--- src/hw/rtl/wrapped_texture_sampler_unit_assert.svh ---
// Assertion macros shared by the texture sampler RTL.
`ifndef WRAPPED_TEXTURE_SAMPLER_UNIT_ASSERT_SVH
`define WRAPPED_TEXTURE_SAMPLER_UNIT_ASSERT_SVH

// Checked on every clock edge outside reset.
`define WTSU_ASSERT(lbl, prop, msg) \
  lbl: assert property (@(posedge clk) disable iff (!rst_n) prop) else $error(msg);

// Checked on every clock edge, including while reset is held.
`define WTSU_ASSERT_ALWAYS(lbl, prop, msg) \
  lbl: assert property (@(posedge clk) prop) else $error(msg);

`endif

--- src/hw/rtl/wtsu_pkg.sv ---
// Package with types and constants of the texture sampler.
`timescale 1ns / 1ps
package wtsu_pkg;

  localparam int TEX_AW          = 16;
  localparam int MAX_TEXELS      = 65536;
  localparam int MAX_DIMENSION   = 256;
  localparam int DIM_W           = 9;
  localparam int XY_W            = 8;
  localparam int COORD_FRAC_BITS = 16;
  localparam int COORD_W         = 32;
  localparam int K_W             = 15;
  localparam int ITERS           = 15;
  localparam int SUM_W           = 18;
  localparam int ACC_W           = 52;
  localparam int B_W             = 34;
  localparam int TGT_SHIFT       = 30;
  localparam int Q14_ONE         = 16384;
  localparam int NORM_W          = 16;
  localparam int IN_DATA_W       = 104;
  localparam int OUT_DATA_W      = 72;
  localparam int CFG_IDX_W       = 2;

  localparam logic [CFG_IDX_W-1:0] REG_WIDTH  = 2'd0;
  localparam logic [CFG_IDX_W-1:0] REG_HEIGHT = 2'd1;
  localparam logic [CFG_IDX_W-1:0] REG_NORMAL = 2'd2;

  localparam logic CMD_WRITE  = 1'b0;
  localparam logic CMD_SAMPLE = 1'b1;

  // One normal component while its magnitude is found bit by bit.
  typedef struct packed {
    logic [K_W-1:0]   k;
    logic [ACC_W-1:0] a;
    logic [B_W-1:0]   b;
    logic [15:0]      msq;
    logic             neg;
  } lane_t;

  typedef struct packed {
    logic              cmd;
    logic [TEX_AW-1:0] addr;
    logic [23:0]       rgb;
    logic [XY_W-1:0]   x;
    logic [XY_W-1:0]   y;
    logic [SUM_W-1:0]  sum;
    lane_t [2:0]       lane;
  } item_t;

  // Clamp a configured dimension into 1..MAX_DIMENSION.
  function automatic logic [DIM_W-1:0] clamp_dim(input logic [DIM_W-1:0] d);
    logic [DIM_W-1:0] r;
    r = d;
    if (d == '0) r = DIM_W'(1);
    else if (d > DIM_W'(MAX_DIMENSION)) r = DIM_W'(MAX_DIMENSION);
    return r;
  endfunction

endpackage

--- src/hw/rtl/wtsu_norm_step.sv ---
// One trial step of the normal magnitude search for a single component.
`timescale 1ns / 1ps
module wtsu_norm_step #(
  parameter int BIT = 0
) (
  input  wtsu_pkg::lane_t             lane_i,
  input  logic [wtsu_pkg::SUM_W-1:0]  sum_i,
  output wtsu_pkg::lane_t             lane_o
);
  import wtsu_pkg::*;

  logic [ACC_W-1:0] sum_w;
  logic [ACC_W-1:0] b_w;
  logic [ACC_W-1:0] c2;
  logic [ACC_W-1:0] cs;
  logic [ACC_W-1:0] trial;
  logic [ACC_W-1:0] target;

  // With candidate c = k + 2^BIT: c2 = c*c*sum, cs = c*sum, built by shifts only.
  assign sum_w  = ACC_W'(sum_i);
  assign b_w    = ACC_W'(lane_i.b);
  assign c2     = lane_i.a + (b_w << (BIT + 1)) + (sum_w << (2 * BIT));
  assign cs     = b_w + (sum_w << BIT);
  assign trial  = (c2 << 2) - (cs << 2) + sum_w;
  assign target = ACC_W'(lane_i.msq) << TGT_SHIFT;

  // Keep the bit when (2c-1)^2 * sum stays within the target.
  always_comb begin
    lane_o = lane_i;
    if (trial <= target) begin
      lane_o.k = lane_i.k | (K_W'(1) << BIT);
      lane_o.a = c2;
      lane_o.b = cs[B_W-1:0];
    end
  end

endmodule

--- config.mk ---
export PLATFORM = sky130hd
export DESIGN_NAME = wtsu_norm_step
export DESIGN_NICKNAME = d
export VERILOG_FILES = /design/src/hw/rtl/wrapped_texture_sampler_unit_assert.svh /design/src/hw/rtl/wtsu_pkg.sv /design/src/hw/rtl/wtsu_norm_step.sv
export SDC_FILE = /design/constraint.sdc
export NUM_CORES = 1
export LEC_CHECK = 0
export BUFFER_PORTS_ARGS = -buffer_cell sky130_fd_sc_hd__buf_2
export CORE_MARGIN = 2
export CORE_UTILIZATION = 62
export DETAILED_ROUTE_END_ITERATION = 8
export PLACE_DENSITY = 0.95
export SLEW_MARGIN = 40
export SYNTH_ARGS = -nofsm -noshare
export SYNTH_HDL_FRONTEND = slang
export SYNTH_SLANG_ARGS = --single-unit
--- constraint.sdc ---
create_clock -name vclk -period 26.1
set_input_delay 1.305 -clock vclk [all_inputs]
set_output_delay 1.305 -clock vclk [all_outputs]
set_load 0.02 [all_outputs]
* Word-level counts from Yosys, hierarchy flattened
Index checks and enable logic that the tools add are counted.
W data, S select, Z words.
** Cells by class
- Eq/ne operators :: 0
- Multipliers :: 0
- Shift operators :: 0
- Bitwise logic cells :: 0
- Muxes and demuxes :: 1
- Add/sub/neg operators :: 5
- Order comparisons :: 1
- Reduce and logical (&&, ||, !) cells :: 0
- Div/mod/pow operators :: 0
** Operators with widths (count)
- $add A52 B18 Y52 :: 2
- $mux W87 :: 1
- $add A52 B35 Y52 :: 1
- $le A52 B46 Y1 :: 1
- $sub A52 B37 Y52 :: 1
- $add A34 B18 Y35 :: 1
** Word-level totals
- ROM bits :: 0
- Memories kept :: 0
- Flip-flop bits (word level) :: 0
- Bits in latches :: 0
- Input port bits :: 136
- Output and inout port bits :: 118
- Memory bits (writable) :: 0

* Logic depth before layout (Yosys ltp)
Gate-level depths: netlist of run 1.
- Depth after elaboration :: 6
- Mapped depth :: 41
- Gate-level depth less buffers :: 37

* Worst setup path before layout of run 1
No wires, ideal clock.
- Path kind :: input to output
- Start point :: in lane_i[17] (netlist bit)
- End point :: out lane_o[33] (netlist bit)
- Slack :: 15.849 ns
- Arrival :: 8.946 ns
- Cell stages on the path :: 39
- Cell sequence :: ha_1 fa_1 a21o_1 a21oi_1 o21bai_1 a21oi_1 o21ai_0 a31o_2 nand3_1 a31oi_1 o41ai_1 clkbuf_1 nor2_1 xnor2_1 ha_1 ha_1 clkbuf_1 a211oi_1 [... 3 more ...] and3_1 a21o_1 a21oi_1 o21ai_0 xor2_1 ha_1 nand2_1 nor3_1 o211ai_1 nor3_1 o2111ai_1 nor4_1 nand4_1 o31ai_1 nand3_1 buf_2 clkbuf_1 o31ai_1
** RTL lines
- start: declaration :: RTL line wtsu_norm_step.sv:6 : input wtsu_pkg::lane_t lane_i,
- end: declaration :: RTL line wtsu_norm_step.sv:8 : output wtsu_pkg::lane_t lane_o

==> results of run 1 <==
-- worst max-delay path, delay by kind of cell --
kind	cells	cell delay (ns)
AO/OA/AOI/OAI	14	3.32
AND/OR/NAND/NOR	13	2.94
adder cells (fa/ha/maj)	5	1.92
buffers and inverters	4	0.84
XOR/XNOR	2	0.43
multiplexers	1	0.38
-- area by class of cell --
type                       instances  area [sq um]
multi-input combinational       1160          9200
fill                            1271          4807
timing repair buffer             230          1202
inverter                         108         405.4
tap                              216         270.3
-- how the worst max path moves through the flow --
stage | endpoint | start | slack (ns) | depth (start not counted)
global placement | lane_o[70] | lane_i[18] | 13.54 | 39
finish | lane_o[76] | lane_i[18] | 13.61 | 39
floorplan | lane_o[33] | lane_i[17] | 15.85 | 39
detailed placement | lane_o[76] | lane_i[18] | 13.92 | 39
CTS | lane_o[76] | lane_i[18] | 13.82 | 39
global route | lane_o[76] | lane_i[18] | 12.94 | 39
-- cells by family (layout without fill, tap and decap cells) --
logic type / after synthesis / in the layout
fa+ha+maj: 191 / 191
xor+xnor: 137 / 137
mux: 40 / 40
simple gates: 377 / 377
compound gates: 415 / 415
buf+inv: 197 / 338
-- layer usage --
layer  up-vias  share of wire  GRT usage
li1       5205              -          -
met1      5024           0.40     0.3905
met2       534           0.51     0.5969
met3        86          0.065    0.02276
met4         0          0.032     0.1081
met5         -              0          0
-- Yosys cell counts, types with 4 or more instances --
library cell | n | area (sq um)
nand2b_1 | 9 | 56.30
buf_6 | 4 | 45.04
and4_1 | 9 | 78.83
o21ai_0 | 64 | 320.3
nor4_2 | 10 | 125.1
nor4_1 | 4 | 25.02
nand2_1 | 88 | 330.3
mux2_1 | 29 | 326.6
a21oi_1 | 109 | 545.5
or2_2 | 4 | 25.02
fa_1 | 35 | 700.7
o31ai_1 | 22 | 165.2
o22ai_1 | 5 | 31.28
a21o_1 | 53 | 397.9
a21boi_0 | 5 | 37.54
xnor2_1 | 73 | 639.4
buf_2 | 9 | 45.04
and2_1 | 8 | 50.05
nor2b_1 | 15 | 93.84
o21bai_1 | 12 | 90.09
nand4_1 | 32 | 200.2
xor2_1 | 64 | 560.5
o211ai_1 | 12 | 90.09
mux2_4 | 9 | 135.1
ha_1 | 156 | 1952
a311oi_1 | 6 | 52.55
nor3_2 | 17 | 170.2
a211o_1 | 5 | 43.79
nor4b_1 | 6 | 52.55
a211oi_1 | 9 | 67.56
nor2_1 | 89 | 334.1
o21a_1 | 29 | 217.7
or3_1 | 6 | 37.54
nand3_1 | 25 | 125.1
o21ai_1 | 26 | 130.1
inv_1 | 108 | 405.4
nor3_1 | 18 | 90.09
nand4b_1 | 4 | 35.03
a31oi_1 | 10 | 62.56
and3_1 | 14 | 87.58
buf_4 | 34 | 255.2
clkbuf_1 | 40 | 150.1
-- stage by stage --
step / hold slack (ns) / power, mW / setup slack, ns / cell area (sq um)
finish: 2.610 / 0.8483 / 13.61 / 11080
global route: 2.610 / 0.9270 / 12.94 / 11080
global placement: 2.610 / 0.8070 / 13.54 / 11020
CTS: 2.610 / 0.8270 / 13.82 / 11070
floorplan: 2.723 / 0.6396 / 15.85 / 10060
detailed placement: 2.610 / 0.8213 / 13.92 / 11070
-- report_power, final --
group	switching (mW)	internal, mW	leakage [nW]
logic	0.523	0.325	5.32
clock network	0	0	0
registers	0	0	0
total	0.523	0.325	5.32
==> summary.md, run 1 <==
| Metric | Value |
|---|---|
| Slowest stage delay, CP | `0.52 ns` |
| CP Capture Type | `output port` |
| Die width | `131.4 um` |
| Run status | `finished, final reports clean` |
| Fmax achieved | `80.03 MHz` |
| Post-CTS Setup Inserts | `0` |
| Fin crit period | `12.49 ns` |
| Synth Cell Area | `10060 sq um` |
| Number of slew-limit violations in the final report | `0` |
| PD cells | `76.58 nW/um^2` |
| Post-Synth Simple-Gate Area | `0.2070` |
| CTS Hold Buffers Added | `0` |
| DRT Wirelength | `29550 um` |
| P_leak | `5.322 nW` |
| Final Cycle Share | `0.4787` |
| Layout cells sized above 1 | `0.1963` |
| Max transition margin | `0.4660` |
| I/O pin total | `254` |
| Gate count of the mapped netlist | `1357` |
| Ant diodes | `0` |
| Setup violators final | `0` |
| Initial DRC Count | `842` |
| Largest family of logic cells by synthesized area | `compound AO/OA/AOI/OAI gates` |
| Fin. Hold Viols | `0` |
| Placed wire-length estimate | `25170 um` |
| Min-Delay Path Depth | `0` |
| Critical Path Source Type | `primary input` |
| Clk_buf instances | `0` |
| Initial antenna violation count | `0` |
| Maximum vdd drop | `0.00005337 V` |
| Crit path top cell by count | `nor2_1` |
| GRT overflow | `0` |
| Die area | `17270 sq um` |
| Fin nets | `1827` |
| Tot GR Track Use | `0.3216` |
| Mux contribution to synthesized area | `0.04799` |
| Required @ worst endpoint | `24.79 ns` |
| Largest net degree at the start of global routing | `65` |
| Vias/cell | `6.330` |
| Setup total negative slack | `0 ns` |
| Hold Crit Class | `primary input to output port` |
| TritonRoute pass-1 iters | `7` |
| Crit Path Class | `primary input to output port` |
| Area delta synth->final | `10.08%` |
| Slowest cell on crit path | `fa_1` |
| Post-synthesis compound-gate area fraction | `0.2718` |
| Fin cells | `1714` |
| Avg Inst Size Synth | `7.416 sq um` |
| GPL Wtd Cong | `1.009` |
| Via count | `10850` |
| Hold path endpoint | `lane_o[112]` |
| Initial core utilization | `0.6335` |
| YS warnings | `0` |
| Sequential fraction of the synthesis area | `0` |
| Worst-Margin Slew | `0.7943 ns` |
| Synth unique cells | `94` |
| XOR/XNOR share of the synthesized area | `0.1192` |
| Post-CTS sizing | `0` |
| Adder-Cell Fraction of Synth Area | `0.2636` |
| Crit path DAT | `11.19 ns` |
| Fin util | `0.6974` |
| DRC | `0` |
| Port Buf Inserts | `224` |
| Synth Net Count | `1684` |
| Die H | `131.4 um` |
| Placeable Area | `15890 sq um` |
| Global-route wire length before repair | `48030 um` |
| Max cap viols | `0` |
| Row cnt | `46` |
| Placed Cells | `1714` |
| Routed Antenna Nets | `0` |
| Num sequential | `0` |
| Most frequent cells in the layout | `buf_2 (224), ha_1 (156), a21oi_1 (109)` |
| Commonest non-fill, non-tap cell in the layout | `buf_2` |
| Beginning of the worst hold path | `lane_i[112]` |
| Routed len/inst | `17.24 um` |
| Vias in the first global route | `10320` |
| RSZ-0062 raised after global routing | `false` |
| Critical path peak fanout | `27` |
| FF/Latch Area | `0 sq um` |
Note: power is estimated with default switching activity, not from simulation.
==> inputs of run 2 (changes only) <==
Settings changed: CORE_UTILIZATION 62 to 57, PLACE_DENSITY 0.95 to 0.9.
Clock period 26.1 ns to 12.05 ns, I/O delays scaled along.
==> run 2 against run 1 <==
  * Routed wire length up 0.48%
  * Final area decreased by 0.21%
  * Combinational power rose by 120%
  * Count of clock-buffer cells in the layout is the same
  * Largest power group unchanged
  * Highest routed layer unchanged
==> summary.md, run 2 (same netlist as run 1, synthesis figures left out) <==
| Metric | Value |
|---|---|
| Run status | `finished, final reports clean` |
| Placed wire-length estimate | `24910 um` |
| Place WS | `1.622 ns` |
| DRC | `0` |
| Setup total negative slack | `0 ns` |
| Required @ worst endpoint | `11.45 ns` |
| Total power | `1.837 mW` |
| Placeable Area | `17300 sq um` |
| FF/Latch Area | `0 sq um` |
| Fin crit period | `10.59 ns` |
| Commonest non-fill, non-tap cell in the layout | `buf_2` |
| Die H | `136.9 um` |
| Fin util | `0.6391` |
| Post-CTS Setup Inserts | `0` |
| Crit path DAT | `9.99 ns` |
| Final Cycle Share | `0.8790` |
| Slowest stage delay, CP | `0.55 ns` |
| Worst-Margin Slew | `0.8861 ns` |
| Max cap viols | `0` |
| Initial DRC Count | `748` |
| I/O pin total | `254` |
| Die area | `18730 sq um` |
| GRT overflow | `0` |
| Hold Crit Class | `primary input to output port` |
| Port Buf Inserts | `224` |
| Initial antenna violation count | `0` |
| Max transition margin | `0.4078` |
| Most frequent cells in the layout | `buf_2 (224), ha_1 (156), a21oi_1 (109)` |
| Fin nets | `1826` |
| Vias in the first global route | `10250` |
| Min-Delay Path Depth | `0` |
| Slowest cell on crit path | `fa_1` |
| Clk_buf instances | `0` |
| Row cnt | `48` |
| Num sequential | `0` |
| Critical Path Source Type | `primary input` |
| CTS Hold Buffers Added | `0` |
| DRT Wirelength | `29690 um` |
| Tot GR Track Use | `0.3056` |
| P_leak | `5.301 nW` |
| Number of slew-limit violations in the final report | `0` |
| Routed len/inst | `17.24 um` |
| Vias/cell | `6.293` |
| Die width | `136.9 um` |
| GPL Wtd Cong | `0.9859` |
| Layout cells sized above 1 | `0.1964` |
| Area delta synth->final | `9.848%` |
| Routed Antenna Nets | `0` |
| TritonRoute pass-1 iters | `5` |
| Hold path endpoint | `lane_o[109]` |
| Largest net degree at the start of global routing | `65` |
| Critical path peak fanout | `39` |
| Beginning of the worst hold path | `lane_i[109]` |
| Initial core utilization | `0.5818` |
| Setup violators final | `0` |
| Post-CTS sizing | `0` |
| CP Capture Type | `output port` |
| PD cells | `166.2 nW/um^2` |
| Maximum vdd drop | `0.0001069 V` |
| Via count | `10840` |
| Setup slack after layout | `1.458 ns` |
| Global-route wire length before repair | `47780 um` |
| Number of buffers and inverters on the critical path | `5` |
| Crit Path Class | `primary input to output port` |
| RSZ-0062 raised after global routing | `false` |
| Fmax achieved | `94.41 MHz` |
| Fin. Hold Viols | `0` |
| CP top delay family | `compound AO/OA/AOI/OAI gates` |
| Ant diodes | `0` |
-- run 2: routing by layer --
metal,GRT usage,up-vias,wire (um)
li1,-,5206,-
met1,0.3841,5101,12380
met2,0.5569,454,14820
met3,0.01593,76,1576
met4,0.09851,0,913
met5,0,-,0
-- run 2: worst max-delay path by stage --
stage                     startpoint          to  depth (start not counted)
after detailed placement  lane_i[17]  lane_o[41]                         40
after floorplan           lane_i[17]  lane_o[33]                         39
final                     lane_i[17]  lane_o[77]                         40
after CTS                 lane_i[17]  lane_o[41]                         40
after global placement    lane_i[17]  lane_o[43]                         40
after global routing      lane_i[17]  lane_o[72]                         40
-- run 2: final cells by class --
cell class	instances	area, sq um
fill	1512	6242
inverter	108	405.4
multi-input combinational	1160	9205
tap	225	281.5
timing repair buffer	229	1162
-- run 2: power by group --
part | leakage (nW) | internal [mW] | switching, mW
sequential | 0 | 0 | 0
clock | 0 | 0 | 0
combinational | 5.30 | 0.702 | 1.13
total | 5.30 | 0.702 | 1.13
-- run 2: per-stage QoR --
step	cells	hold WS [ns]	area [sq um]
floorplan	1357	1.318	10060
global placement	1722	1.205	11040
detailed placement	1722	1.205	11050
CTS	1722	1.205	11050
global route	1722	1.205	11050
finish	1722	1.205	11050
